## config.mk

```make
export PLATFORM = sky130hd
export DESIGN_NAME = pfsb_queue
export DESIGN_NICKNAME = d
export VERILOG_FILES = /design/src/hw/rtl/pfsb_queue.sv
export SDC_FILE = /design/constraint.sdc
export NUM_CORES = 1
export LEC_CHECK = 0
export BUFFER_PORTS_ARGS = -buffer_cell sky130_fd_sc_hd__buf_2
export CORE_UTILIZATION = 55
export CTS_CLUSTER_DIAMETER = 50
export CTS_CLUSTER_SIZE = 30
export DETAILED_ROUTE_END_ITERATION = 10
export PLACE_DENSITY_LB_ADDON = 0.05
export SYNTH_ARGS = -nofsm -noshare
export SYNTH_HDL_FRONTEND = slang
export SYNTH_SLANG_ARGS = --single-unit
```

## constraint.sdc

```tcl
create_clock -name clk -period 5.1 [get_ports clk]
set_input_delay 1.02 -clock clk [delete_from_list [all_inputs] [get_ports clk]]
set_output_delay 1.02 -clock clk [all_outputs]
set_load 0.01 [all_outputs]
```

## src/hw/rtl/pfsb_queue.sv

```systemverilog
// Small FIFO between the front end and the store engine.
module pfsb_queue #(
	parameter int W     = 29,
	parameter int DEPTH = 2
) (
	input  logic         clk,
	input  logic         arst_n,
	input  logic         push_valid,
	output logic         push_ready,
	input  logic [W-1:0] push_data,
	output logic         pop_valid,
	input  logic         pop,
	output logic [W-1:0] pop_data
);

	localparam int PTR_W = (DEPTH > 1) ? $clog2(DEPTH) : 1;
	localparam int CNT_W = $clog2(DEPTH + 1);

	logic [W-1:0]     entry_q [DEPTH];
	logic [PTR_W-1:0] wr_ptr_q;
	logic [PTR_W-1:0] rd_ptr_q;
	logic [CNT_W-1:0] cnt_q;
	logic             do_push;
	logic             do_pop;

	assign push_ready = cnt_q != CNT_W'(DEPTH);
	assign pop_valid  = cnt_q != '0;
	assign pop_data   = entry_q[rd_ptr_q];
	assign do_push    = push_valid && push_ready;
	assign do_pop     = pop && pop_valid;

	always_ff @(posedge clk or negedge arst_n) begin
		if (!arst_n) begin
			wr_ptr_q <= '0;
			rd_ptr_q <= '0;
			cnt_q    <= '0;
		end else begin
			if (do_push) begin
				wr_ptr_q <= (wr_ptr_q == PTR_W'(DEPTH - 1)) ? '0 : wr_ptr_q + 1'b1;
			end
			if (do_pop) begin
				rd_ptr_q <= (rd_ptr_q == PTR_W'(DEPTH - 1)) ? '0 : rd_ptr_q + 1'b1;
			end
			case ({do_push, do_pop})
				2'b10:   cnt_q <= cnt_q + 1'b1;
				2'b01:   cnt_q <= cnt_q - 1'b1;
				default: cnt_q <= cnt_q;
			endcase
		end
	end

	always_ff @(posedge clk) begin
		if (do_push) begin
			entry_q[wr_ptr_q] <= push_data;
		end
	end

endmodule

```

; ---- Word-level counts from Yosys, hierarchy flattened
; Memory sizes are Yosys's and may differ from the RTL's.
; Cells that the tools add are included.
[word_totals]
register_bits = 4
ramBits = 58
out_inout_bits = 31
mem_count = 1
[classes]
n_addsub = 4
eq_ne = 3
n_mux = 5
n_reduce_logical = 4
[mem_list]
columns = memory, depth, word_bits, read_ports, rd_ports_with_merged_regs, write_ports, line_no
row1 = entry_q, 2, 29, 1, 0, 1, 19  ; logic [W-1:0] entry_q [DEPTH];
[op_table]
columns = operator, count
row1 = 1-bit 2-to-1 mux, 4
row2 = 2-bit one-hot mux with 2 select lines, 1
row3 = 2-bit nonzero test, 2
row4 = "1-bit adder, second input constant", 2
row5 = "2-bit by 1-bit adder with 2-bit output, second input constant", 1
row6 = "2-bit by 1-bit == test with 1-bit output, second input constant", 1
row7 = "2-bit == test, second input constant", 1
row8 = 1-bit logical AND, 2
row9 = "2-bit != test, second input constant", 1
row10 = "2-bit by 1-bit subtractor with 2-bit output, second input constant", 1

; ---- Logic depth before layout (Yosys ltp)
[logic_depth]
ltp_word = 4
depth_mapped = 6

; ---- Worst setup path after synthesis
; No wires, ideal clock.
[synth_timing]
path_type = input to register
from = in push_valid
to = mem entry_q[0][0], enable pin
setup_ns = 0.415
arrival_time_ns = 2.348
t_required_ns = 4.685
slack_ns = 2.338
stages = 2
n_path_buf = 0
cell_sequence = nand2_1 nor2_1
[synth_via]
elab_chain_len = 3
[synth_rtl]
columns = element, line_no
row1 = start: declaration, 8  ; input logic push_valid,
row2 = 1-bit logical AND, 29  ; assign do_push = push_valid && push_ready;
row3 = 1-bit 2-to-1 mux, 53  ; if (do_push) begin
row4 = 1-bit 2-to-1 mux (not written as such), 54  ; entry_q[wr_ptr_q] <= push_data;
row5 = end: declaration, 19
; Every way passes these cells.

; ---- Worst setup path in the final report
[layout_timing]
from = reg rd_ptr_q
to = out pop_data[28]
[layout_via]
elab_chain_len = 1
[layout_rtl]
columns = element, line_no
row1 = start: declaration, 21  ; logic [PTR_W-1:0] rd_ptr_q;
row2 = start signal: assignment, 42  ; rd_ptr_q <= (rd_ptr_q == PTR_W'(DEPTH - 1)) ? '0 : rd_ptr_q + 1'b1;
row3 = memory read 2 x 29 bit, -
row4 = end: declaration, 13  ; output logic [W-1:0] pop_data
; Every way passes these cells.

==> flow_summary_export.csv <==
group,metric,value,unit
status,status,"complete, no violations",
routing,via_per_inst,5.03,
logic_synthesis,avgSynthCellArea,21.3,sq um
finish,n_fill_cell,266,
clock_tree,cts.clk_slew.worst_paths,0.06,ns
routing,via_count,1176,
clock_tree,htree_levels,3,
logic_synthesis,ys_seq_elements,62,
floorplanning,dieArea,4400,sq um
routing,routed_wirelength,3.60,mm
finish,diodes,0,
setup_path,end_kind,"output pin",
floorplanning,fp.dieH,66.4,microns
logic_synthesis,syn_inst,107,
global_routing,grt_busiest_layer,"met2",
sta,slew_headroom,18.0,%
setup_path,cp.arrival,2.06,ns
clock_tree,clock_path_buffers,2,
sta,rsz0062_at_grt,"no",
global_routing,met1_usage,21.0,%
setup_path,cp.required,4.08,ns
placed_design,gp_congestion,0.636,
global_routing,antenna_found_initial,0,
clock_tree,clock-root-buffer,"clkbuf_8",
sta,max_freq,325,MHz
sta,finalCriticalPeriod,3.08,ns
setup_path,crit_fanout,30,
clock_tree,post_cts.repair.setup_buffers,0,
logic_synthesis,yosysSeqAreaShare,80.8,%
clock_tree,clk_latency,0.32,ns
global_routing,use_met3,8.62,%
global_routing,grt_pass1_wl,5.56,mm
placed_design,dp_hpwl,2.25,mm
power,p_leak,1.10,nW
sta,tightest_slew,1.23,ns
finish,layout_common_cells,"buf_2, edfxtp_1, mux2_2, clkbuf_8, dfrtp_1",
sta,skew,0.00638,ns
clock_tree,cts_tree,"built",
logic_synthesis,ys_types,13,
routing,drc_errors,0,
global_routing,grt_max_degree,31,
sta,timing.final.crit_share,60.4,%
logic_synthesis,syn_area,2280,sq um
placed_design,portBuffers,63,
global_routing,grt_overflow,0,
sta,finalSetupViolations,0,
setup_path,crit_slowest_cell,"dfrtp_1",
routing,wl_per_cell,15.4,microns
setup_path,crit_buf_inv,1,
clock_tree,cts_sinks,62,
clock_tree,cts_resized,0,
min_path,holdCritPathClass,"reg -> reg",
setup_path,path_delay_family,"flip-flops",
global_routing,grt.met2_usage,29.8,%
finish,synthToLayoutAreaGrowth,25.5,%
finish,drive_gt1_share,59.2,%
finish,final_util,71.5,%
floorplanning,die_w,66.4,microns
clock_tree,cts_buffers,9,
clock_tree,ctsHoldBuffers,0,
job,drv_cap,0,
setup_path,crit_type,"reg -> out",
sta,finalHoldViolCount,0,
setup_path,path_cells,"mux2_2, buf_2",
routing,dr.pass1.iters,4,
finish,layout_commonest_cell,"buf_2",
floorplanning,ios,64,
setup_path,worst_setup_path_start_kind,"flip-flop",
floorplanning,core_area,4000,sq um
finish,fin_nets,214,
routing,drt-initial-drc-count,64,
global_routing,grt_pass1_vias,1180,
power,ir_drop,0.393,mV
sta,tns,0,ns
routing,ant_nets,0,
global_routing,grt_use_total,18.4,%
sta,drv_slew,0,
logic_synthesis,syn_nets,141,
floorplanning,start_util,57.0,%
logic_synthesis,yosysWarnings,0,
floorplanning,rows,23,
setup_path,cpPeakStageDelay,1.16,ns
power,power_density,580,nW/um^2
==> path summary, 6_finish.rpt <==
kind,from,to,slack (ns),cells after the start
setup / recovery,rd_ptr_q$_DFFE_PN0P_,pop_data[28],2.02,2
hold / removal,cnt_q[1]$_DFFE_PN0P_,cnt_q[1]$_DFFE_PN0P_,0.49,1
setup reg to reg,cnt_q[0]$_DFFE_PN0P_,cnt_q[1]$_DFFE_PN0P_,3.60,5
hold reg to reg,cnt_q[1]$_DFFE_PN0P_,cnt_q[1]$_DFFE_PN0P_,0.49,1
max in group asynchronous,arst_n,wr_ptr_q$_DFFE_PN0P_,4.48,1
min in group asynchronous,arst_n,cnt_q[0]$_DFFE_PN0P_,0.50,1
==> synth_stat cells, drive strengths merged <==
cell	number	area, sq um
xnor2	3	26.3
ha	1	12.5
nor2	2	7.51
edfxtp	58	1740
xor2	2	17.5
nand2	1	3.75
or2	1	6.26
buf	3	15.0
nand2b	1	6.26
and2	1	8.76
mux2	29	327
dfrtp	4	100
and3	1	6.26
==> power by group <==
part | switching (mW) | internal (mW)
sequential | 0.0791 | 0.698
clock | 0.169 | 0.267
combinational | 0.213 | 0.231
==> state kept, by name, indices dropped and copies added, names as in the netlist <==
register / cells
cnt_q: 2
entry_q: 58
rd_ptr_q: 1
wr_ptr_q: 1
==> final cells by class <==
cell class / count / area (sq um) / area share (%)
multi-input combinational: 42 / 424 / 14.8
tap: 50 / 62.6 / 2.19
timing repair buffer: 65 / 330 / 11.5
clock buffer: 9 / 124 / 4.33
clock inverter: 6 / 77.6 / 2.71
sequential: 62 / 1840 / 64.4
==> through the flow <==
stage	worst slack (ns)	instance area, sq um	power [mW]	cells	hold slack, ns
floorplan	2.34	2280	1.06	107	0.456
global placement	2.34	2660	1.22	219	0.474
detailed placement	2.32	2660	1.24	219	0.488
CTS	1.97	2860	1.68	234	0.484
global route	1.88	2860	1.75	234	0.482
finish	2.02	2860	1.66	234	0.491
==> routing by layer <==
| layer | wire [microns] | part of all wire (%) |
|---|---|---|
| met1 | 1490 | 41 |
| met3 | 223 | 6.2 |
| met5 | 0 | 0 |
| met2 | 1860 | 52 |
| met4 | 23 | 0.64 |
==> cell families after synthesis <==
group / count (synthesis) / synth area share [%]
XOR/XNOR: 5 / 1.92
adder cells (fa/ha/maj): 1 / 0.549
buffers and inverters: 3 / 0.659
flip-flops: 62 / 80.8
multiplexers: 29 / 14.3
AND/OR/NAND/NOR: 7 / 1.70
Note: power is estimated with default switching activity, not from simulation.
