<file path="src/hw/rtl/pfsb_pkg.sv">
// Shared types and codes for the page framebuffer sprite blitter.
package pfsb_pkg;

	// Command codes on the request channel
	localparam logic [1:0] CMD_CLEAR = 2'd0;
	localparam logic [1:0] CMD_MERGE = 2'd1;
	localparam logic [1:0] CMD_COPY  = 2'd2;
	localparam logic [1:0] CMD_READ  = 2'd3;

	typedef enum logic [1:0] {
		OP_CLEAR,
		OP_MERGE,
		OP_COPY,
		OP_READ
	} op_kind_t;

	// Classified operation handed from the front to the back.
	// flag: merge has a spill into the next page / read address is in range.
	typedef struct packed {
		op_kind_t    kind;
		logic        flag;
		logic [7:0]  lo;
		logic [7:0]  hi;
	} op_ctl_t;

	typedef enum logic [2:0] {
		BK_IDLE,
		BK_CLEAR,
		BK_MERGE_LO,
		BK_MERGE_HI,
		BK_READ
	} back_state_t;

endpackage

</file>
<file path="src/hw/rtl/pfsb_req_if.sv">
// Request channel: one command transaction per handshake.
interface pfsb_req_if;
	logic       valid;
	logic       ready;
	logic [1:0] cmd;
	logic [7:0] base_x;
	logic [7:0] pos_y;
	logic [6:0] column_offset;
	logic [7:0] pixel_byte;
	logic [9:0] read_address;

	modport source (
		output valid, cmd, base_x, pos_y, column_offset, pixel_byte, read_address,
		input  ready
	);
	modport sink (
		input  valid, cmd, base_x, pos_y, column_offset, pixel_byte, read_address,
		output ready
	);
endinterface

</file>
<file path="src/hw/rtl/pfsb_front.sv">
// Front end: accepts commands, range-checks them and forms store operations.
module pfsb_front #(
	parameter int COLUMNS = 128,
	parameter int PAGES   = 8,
	parameter int ADDR_W  = 10
) (
	input  logic                  clk,
	input  logic                  arst_n,
	input  logic                  hold,
	pfsb_req_if.sink              req,
	output logic                  push_valid,
	input  logic                  push_ready,
	output pfsb_pkg::op_ctl_t     push_ctl,
	output logic [ADDR_W-1:0]     push_addr
);

	localparam int STORE_DEPTH = COLUMNS * PAGES;
	localparam int CMP_W       = (ADDR_W + 1 > 10) ? ADDR_W + 1 : 10;

	logic                  v_s1;
	pfsb_pkg::op_ctl_t     ctl_s1;
	logic [ADDR_W-1:0]     addr_s1;

	logic                  accept;
	logic                  keep;
	pfsb_pkg::op_ctl_t     ctl_d;
	logic [ADDR_W-1:0]     addr_d;

	logic [8:0]            col;
	logic                  blit_ok;
	logic [4:0]            page;
	logic [2:0]            shift;
	logic [15:0]           shifted;
	logic                  has_hi;
	logic [ADDR_W-1:0]     blit_addr;
	logic                  rd_in_range;

	assign col     = {1'b0, req.base_x} + {2'b00, req.column_offset};
	assign blit_ok = ({1'b0, req.base_x} < 9'(COLUMNS)) &&
	                 (col < 9'(COLUMNS)) &&
	                 ({1'b0, req.pos_y} < 9'(PAGES * 8));
	assign page    = req.pos_y[7:3];
	assign shift   = req.pos_y[2:0];
	assign shifted = {8'h00, req.pixel_byte} << shift;
	// Spill only when the shift moves bits out and a page lies below
	assign has_hi  = (shift != 3'd0) && ((6'(page) + 6'd1) < 6'(PAGES));
	assign blit_addr   = ADDR_W'(int'(page) * COLUMNS + int'(col));
	assign rd_in_range = CMP_W'(req.read_address) < CMP_W'(STORE_DEPTH);

	always_comb begin
		keep   = 1'b1;
		ctl_d  = '0;
		addr_d = blit_addr;
		case (req.cmd)
			pfsb_pkg::CMD_CLEAR: begin
				ctl_d.kind = pfsb_pkg::OP_CLEAR;
			end
			pfsb_pkg::CMD_MERGE: begin
				keep       = blit_ok;
				ctl_d.kind = pfsb_pkg::OP_MERGE;
				ctl_d.flag = has_hi;
				ctl_d.lo   = shifted[7:0];
				ctl_d.hi   = shifted[15:8];
			end
			pfsb_pkg::CMD_COPY: begin
				keep       = blit_ok;
				ctl_d.kind = pfsb_pkg::OP_COPY;
				ctl_d.lo   = req.pixel_byte;
			end
			pfsb_pkg::CMD_READ: begin
				ctl_d.kind = pfsb_pkg::OP_READ;
				ctl_d.flag = rd_in_range;
				addr_d     = ADDR_W'(req.read_address);
			end
			default: begin
				keep = 1'b0;
			end
		endcase
	end

	assign req.ready = !hold && (!v_s1 || push_ready);
	assign accept    = req.valid && req.ready;

	always_ff @(posedge clk or negedge arst_n) begin
		if (!arst_n) begin
			v_s1 <= 1'b0;
		end else if (accept) begin
			// drop blits that fall off the store
			v_s1 <= keep;
		end else if (push_ready) begin
			v_s1 <= 1'b0;
		end
	end

	always_ff @(posedge clk) begin
		if (accept) begin
			ctl_s1  <= ctl_d;
			addr_s1 <= addr_d;
		end
	end

	assign push_valid = v_s1;
	assign push_ctl   = ctl_s1;
	assign push_addr  = addr_s1;

endmodule

</file>
<file path="src/flat_wrapper.sv">
// flat-port wrapper written by rule: the top's interface ports become plain ports
module pfsb_front_flat 
#(
	parameter int COLUMNS = 128,
	parameter int PAGES   = 8,
	parameter int ADDR_W  = 10
)
  (clk, arst_n, hold, push_valid, push_ready, push_ctl, push_addr, req_valid, req_cmd, req_base_x, req_pos_y, req_column_offset, req_pixel_byte, req_read_address, req_ready);
  pfsb_req_if req_i ();
  input  logic clk;
  input  logic arst_n;
  input  logic hold;
  output logic push_valid;
  input  logic push_ready;
  output pfsb_pkg::op_ctl_t push_ctl;
  output logic [ADDR_W-1:0] push_addr;
  input wire logic [$bits(req_i.valid)-1:0] req_valid;
  input wire logic [$bits(req_i.cmd)-1:0] req_cmd;
  input wire logic [$bits(req_i.base_x)-1:0] req_base_x;
  input wire logic [$bits(req_i.pos_y)-1:0] req_pos_y;
  input wire logic [$bits(req_i.column_offset)-1:0] req_column_offset;
  input wire logic [$bits(req_i.pixel_byte)-1:0] req_pixel_byte;
  input wire logic [$bits(req_i.read_address)-1:0] req_read_address;
  output wire logic [$bits(req_i.ready)-1:0] req_ready;
  assign req_i.valid = req_valid;
  assign req_i.cmd = req_cmd;
  assign req_i.base_x = req_base_x;
  assign req_i.pos_y = req_pos_y;
  assign req_i.column_offset = req_column_offset;
  assign req_i.pixel_byte = req_pixel_byte;
  assign req_i.read_address = req_read_address;
  assign req_ready = req_i.ready;
  pfsb_front #(.COLUMNS(COLUMNS), .PAGES(PAGES), .ADDR_W(ADDR_W)) u_core (.clk(clk), .arst_n(arst_n), .hold(hold), .req(req_i), .push_valid(push_valid), .push_ready(push_ready), .push_ctl(push_ctl), .push_addr(push_addr));
endmodule
</file>
<file path="config.mk">
export PLATFORM = sky130hd
export DESIGN_NAME = pfsb_front_flat
export DESIGN_NICKNAME = d
export VERILOG_FILES = /design/src/hw/rtl/pfsb_pkg.sv /design/src/hw/rtl/pfsb_req_if.sv /design/src/hw/rtl/pfsb_front.sv /design/src/flat_wrapper.sv
export SDC_FILE = /design/constraint.sdc
export NUM_CORES = 1
export LEC_CHECK = 0
export BUFFER_PORTS_ARGS = -buffer_cell sky130_fd_sc_hd__buf_4
export CAP_MARGIN = 20
export CELL_PAD_IN_SITES_DETAIL_PLACEMENT = 1
export CELL_PAD_IN_SITES_GLOBAL_PLACEMENT = 2
export CORE_ASPECT_RATIO = 2
export CORE_MARGIN = 5
export CORE_UTILIZATION = 31
export CTS_BUF_LIST = sky130_fd_sc_hd__clkbuf_16
export CTS_CLUSTER_DIAMETER = 80
export DETAILED_ROUTE_END_ITERATION = 6
export PLACE_DENSITY = 0.84
export RECOVER_POWER = 50
export SLEW_MARGIN = 30
export SYNTH_ARGS = -nofsm -noshare
export SYNTH_HDL_FRONTEND = slang
export SYNTH_SLANG_ARGS = --single-unit
</file>
<file path="constraint.sdc">
create_clock -name clk -period 4.8 [get_ports clk]
set_input_delay 0.24 -clock clk [delete_from_list [all_inputs] [get_ports clk]]
set_output_delay 0.24 -clock clk [all_outputs]
set_load 0.1 [all_outputs]
</file>
# Word level (Yosys, flattened, before mapping)
# Cells that the tools add are included.
op_classes:
  n_addsub: 3
  eq_ne: 3
  reduce_logical: 12
  muxes: 7
  shift: 1
  order_cmp: 4
ops:
  columns: ["operator", "n"]
  rows:
  - ["8-bit one-hot mux with 2 select lines", 1]
  - ["8-bit by 3-bit << shifter with 16-bit output", 1]
  - ["10-bit by 9-bit adder with 10-bit output", 1]
  - ["10-bit two-way mux", 1]
  - ["8-bit by 7-bit adder with 9-bit output", 1]
  - ["9-bit by 8-bit < comparator with 1-bit output, second input constant", 1]
  - ["8-bit by 7-bit < comparator with 1-bit output, second input constant", 1]
  - ["8-bit < comparator, second input constant", 1]
  - ["2-bit one-hot mux with 4 select lines", 1]
  - ["5-bit by 1-bit adder with 6-bit output, second input constant", 1]
  - ["6-bit by 4-bit < comparator with 1-bit output, second input constant", 1]
  - ["1-bit logical AND", 5]
  - ["2-bit equality test, second input constant", 2]
  - ["1-bit two-way mux", 3]
  - ["3-bit nonzero test", 1]
  - ["2-bit by 1-bit equality test with 1-bit output, second input constant", 1]
  - ["1-bit zero test", 2]
  - ["2-bit zero test", 1]
  - ["1-bit one-hot mux with 2 select lines", 1]
  - ["2-bit nonzero test", 1]
  - ["2-bit OR reduction", 1]
  - ["1-bit logical OR", 1]
word_totals:
  input_bits: 48
  out_inout_bits: 31
  ff_bits: 30
  word_cells: 36

# Logic depth before layout (Yosys ltp)
logic_depth:
  ltp_word: 6
  ltp_mapped: 10
  ltp_nobuf: 10

# Worst setup path before layout
# OpenSTA, ideal clock, no wires.
synth_timing:
  path_type: "register -> register"
  start: "register u_core.v_s1 (netlist: u_core.push_valid)"
  end: "register u_core.addr_s1[0] (netlist: u_core.push_addr[0]), enable pin"
  stages_incl_launch_ff: 3
  synth_period_minus_slack_ns: 3.709
  slack_ns: 1.091
  arrival_time_ns: 3.321
  required_time_ns: 4.412
  setup_time_ns: 0.388
  path_cell_list: "dfrtp_1 a21oi_1 and2_1"
synth_via:
  elab_chain_cells: 4
synth_rtl:
  columns: ["element", "line_no", "source"]
  rows:
  - ["start, declared", "pfsb_front.sv:20", "logic v_s1;"]
  - ["start signal, assigned", "pfsb_front.sv:89", "v_s1 <= keep;"]
  - ["1-bit zero test", "pfsb_front.sv:81", "assign req.ready = !hold && (!v_s1 || push_ready);"]
  - ["1-bit logical OR", "pfsb_front.sv:81", null]
  - ["1-bit logical AND", "pfsb_front.sv:81", null]
  - ["named net req_ready", "flat_wrapper.sv:24", "output wire logic [$bits(req_i.ready)-1:0] req_ready;"]
  - ["1-bit logical AND", "pfsb_front.sv:82", "assign accept = req.valid && req.ready;"]
  - ["named net u_core.accept", "pfsb_front.sv:24", "logic accept;"]
  - ["end signal, assigned", "pfsb_front.sv:98", "addr_s1 <= addr_d;"]
  - ["end, declared", "pfsb_front.sv:22", "logic [ADDR_W-1:0] addr_s1;"]
# The timed path passes the listed nets, and every way through them passes these cells.
# A chain may end at the register's enable or synchronous reset.

# Worst setup path in the final report
layout_timing:
  start: "input port req_column_offset[1]"
  end: "register u_core.addr_s1[8] (netlist: u_core.push_addr[8]), data pin"
layout_via:
  elab_chain_cells: 3
layout_rtl:
  columns: ["element", "line_no", "source"]
  rows:
  - ["start, declared", "flat_wrapper.sv:21", "input wire logic [$bits(req_i.column_offset)-1:0] req_column_offset;"]
  - ["8-bit by 7-bit adder with 9-bit output", "pfsb_front.sv:38", "assign col = {1'b0, req.base_x} + {2'b00, req.column_offset};"]
  - ["10-bit by 9-bit adder with 10-bit output", "pfsb_front.sv:47", "assign blit_addr = ADDR_W'(int'(page) * COLUMNS + int'(col));"]
  - ["10-bit two-way mux", "pfsb_front.sv:54", "case (req.cmd)"]
  - ["named net u_core.addr_d[8]", "pfsb_front.sv:27", "logic [ADDR_W-1:0] addr_d;"]
# The timed path passes the listed nets, and every way through them passes these cells.

==> results summary <==
The post-detailed-placement half-perimeter wirelength is 4.73 mm. Max-cap violations in this run came to 0. The number of antenna violations at the first check in global routing is 0. The maximum operating frequency came out at 419 MHz. The setup skew after layout is 0.00315 ns. The multi-input gate area in the final layout is 967 sq um. The slowest stage of the critical path belongs to the cell sky130_fd_sc_hd__fa_1. The kind of cell with the highest combined delay along the critical path is adder cells. The net count of the mapped netlist is 246. At the pin with the least slew margin, the transition time is between 1 and 1.5 ns. The flow ran to the end, and the final reports show no timing, DRC or antenna violations. The delay of the slowest cell on the worst path came out at ~0.40 ns. The remaining antenna violation count came out at 0. The sequential cell area came out at 866 sq um. The die area came out at about 8000 sq um.

The mean instance size in the synthesized netlist is 10.4 sq um. The number of buffers inserted by post-CTS setup repair came out at 0. Of all nets on the critical path, the largest fanout is 4.

The pre-antenna-repair detailed-routing pass consisted of 4 iterations. The first global-routing pass estimated 9.09 mm of wire. The combined area of all synthesized cells came out at between 1500 and 2000 sq um. Setup repair after global routing left no endpoint under its margin.

The number of remaining DRC errors came out at 0. The number of register bits inferred by synthesis is 29. The final setup TNS came out at 0 ns.

The final RePlAce weighted congestion came out at 0.829. The count of input and output buffers is 77. The number of pins exceeding their max-slew limit in the final report came to 0. After the first detailed-routing iteration, the DRC count stood at 45.

The sequential-to-total area share from yosys stat came out at 0.451. For this design the static power due to leakage is between 1 and 1.5 nW. Detailed routing inserted a total of 1744 vias.

The worst setup path is of the primary input to register kind. The startpoint kind of the worst setup timing path is a primary input. The required arrival time at the worst endpoint is 4.82 ns. The overall routing resource usage is 0.154. IR analysis of the VDD net gives a maximum drop of 0.144 mV. For this configuration, the core starts out at a cell density of 0.319. CTS built an H-tree with a depth of 2. The filler cell count in the final layout came out at approximately 730. The worst path needs 2.39 ns of the cycle, external delays included.

The area added between synthesis and finish came out at 33.7%. The final standard cell area without fillers is roughly 2600 sq um. The clock sink total came out at 29. Walking the worst path, the cells encountered are buf_4 > ha_1 > a211oi_1 > nor2_1 > a221oi_1 > xnor2_1 > ha_1 > fa_1 > mux2_2.

The average routed wire per standard cell is 17.8 um. For this design the ratio of total power to cell area is between 300 and 400 nW/um^2. Clock tree synthesis selected as its root buffer the cell sky130_fd_sc_hd__clkbuf_16. During synthesis, Yosys emitted a total of 0 warnings. In this run the worst hold path is classified as primary input to register. The count of final hold-check violations came out at 0.

Counting stages on the worst path, the most repeated cell is sky130_fd_sc_hd__ha_1. The longest clock path from root to sink contains 2 buffers. Of the cells placed in the final design, the portion with a size suffix greater than 1 is 0.218. The total setup violations reported at the end of the flow is 0. The worst hold margin came out at 0.240 ns. The pin count of the biggest net entering global routing is 23. The number of buffers and inverters on the critical path is 1.

In this run the horizontal extent of the chip is 65.6 um. The cell count after synthesis is roughly 180. In this run the standard cell core region covers 6010 sq um. The element type at the critical path end is a register. The final cycle utilization of the critical path came out at 0.497. In the layout the commonest cells are 46 x sky130_fd_sc_hd__buf_4, 31 x sky130_fd_sc_hd__clkbuf_1, 28 x sky130_fd_sc_hd__edfxtp_1. Leaving out fill and tap cells, the most frequent cell in the layout is sky130_fd_sc_hd__buf_4. The via count of the first global-routing pass is 1929. After detailed placement, the total cell area comes to 2530 sq um. Using the TritonRoute via totals, the vias-per-cell ratio works out to between 5 and 6. The number of top-level pins is 79. The clock tree from TritonCTS is done. The worst slew margin relative to its limit came out at 0.205.

The total grt overflow came out at 0. The count of nets after finishing is about 320. Row generation in the floorplan step produced 40 rows.

The arrival time of the worst setup path is 2.41 ns. The number of antenna repair diodes is 0. The vertical die dimension came out at ~120 um. After clock tree synthesis, the clock-pin slew on the worst setup and hold paths is 0.05 ns. The worst-skew pair later-pin latency came out at 0.27 ns. The wire length after detailed routing came out at 5.77 mm. The CTS buffer count came out at 5.

The number of library cell types mapped by synthesis came out at 47.
[metrics by stage]
stage,utilization,setup slack [ns],instances,power (W)
finish,0.427,2.41,325,0.000869
global route,0.427,2.23,325,0.000911
CTS,0.446,2.38,325,0.000895
detailed placement,0.422,2.09,316,0.000603
global placement,0.422,2.14,316,0.000599
floorplan,-,1.09,184,0.000518
[registers in the layout (all words and copies together), names as in the netlist]
signal	count
u_core.push_addr	10
u_core.push_ctl	18
u_core.push_valid	1
[Yosys cell counts (all sizes together)]
cell type	instances	area share
edfxtp	28	0.44
nor2	26	0.051
ha	12	0.078
nand2	12	0.023
a21oi	10	0.026
inv	10	0.020
mux2i	10	0.052
o21ai	6	0.016
buf	5	0.017
mux2	5	0.029
nand3	5	0.013
a211oi	4	0.016
a221oi	4	0.018
a22oi	4	0.016
clkbuf	4	0.0078
nor3	4	0.010
a21o	2	0.0078
and2	2	0.0065
fa	2	0.021
nand2b	2	0.0065
nor2b	2	0.0065
o211ai	2	0.0078
o21bai	2	0.0078
xnor2	2	0.0091
a21boi	1	0.0039
a222oi	1	0.0052
a31o	1	0.0046
a32o	1	0.0052
a32oi	1	0.0046
a41o	1	0.0052
and3	1	0.0033
conb	1	0.0020
dfrtp	1	0.013
mux4	1	0.012
nand3b	1	0.0039
nor3b	1	0.0039
o21a	1	0.0039
o311ai	1	0.0046
o31a	1	0.0046
o31ai	1	0.0039
or3	1	0.0033
or4	1	0.0039
xor2	1	0.0046
[power by group]
part	total (W)	internal (W)	switching [W]
registers	0.000304	0.000300	0.00000457
clock network	0.000288	0.000186	0.000102
logic	0.000277	0.0000773	0.000200
total	0.000869	0.000563	0.000307
[routing by layer]
layer	GRT usage	routed length, um
met5	0	0
met4	0.0857	206
met2	0.297	3350
met1	0.135	1820
met3	0.0445	389
[worst paths after layout]
kind | startpoint | cells past startpoint | slack, ns | endpoint
min | req_read_address[4] | 2 | 0.24 | u_core.push_addr[4]
max | req_column_offset[1] | 9 | 2.41 | u_core.push_addr[8]
max reg2reg | u_core.push_valid | 3 | 2.99 | u_core.push_ctl[13]
min reg2reg | u_core.push_valid | 2 | 0.65 | u_core.push_valid
max in group asynchronous | arst_n | 2 | 4.41 | u_core.push_valid
min in group asynchronous | arst_n | 2 | 0.30 | u_core.push_valid
[worst register-to-register path, delay by kind of cell, from the launching register on]
| family | cells | cell delay, ns |
|---|---|---|
| buffers and inverters | 1 | 0.38 |
| DFF | 1 | 0.39 |
| AOI/OAI and AO/OA | 1 | 0.24 |
| and+or+nand+nor | 1 | 0.46 |
[kinds of logic (layout without fill, tap and decap cells)]
logic type               after synthesis  count (layout)  share of synthesized area
AND/OR/NAND/NOR                       58              58                      0.136
AO/OA/AOI/OAI                         44              44                      0.160
flip-flops                            29              29                      0.451
buffers and inverters                 19              97                     0.0444
multiplexers                          16              16                     0.0933
adder cells (fa/ha/maj)               14              14                     0.0992
XOR/XNOR                               3               3                     0.0137
other                                  1               1                    0.00196
[area by class of cell]
cell class / instances / share of cell area
Tap cell: 63 / 0.0307
Sequential cell: 29 / 0.338
Inverter: 10 / 0.0146
Timing Repair Buffer: 79 / 0.187
Clock buffer: 5 / 0.0488
Clock inverter: 3 / 0.00439
Multi-Input combinational cell: 136 / 0.377
[repair_timing]
action | in CTS | in global routing
hold buffers | 1 | 0
endpoints found under the hold margin | 1 | 0
gates resized for setup | 0 | 0
Power figures use the tool's default switching activity.
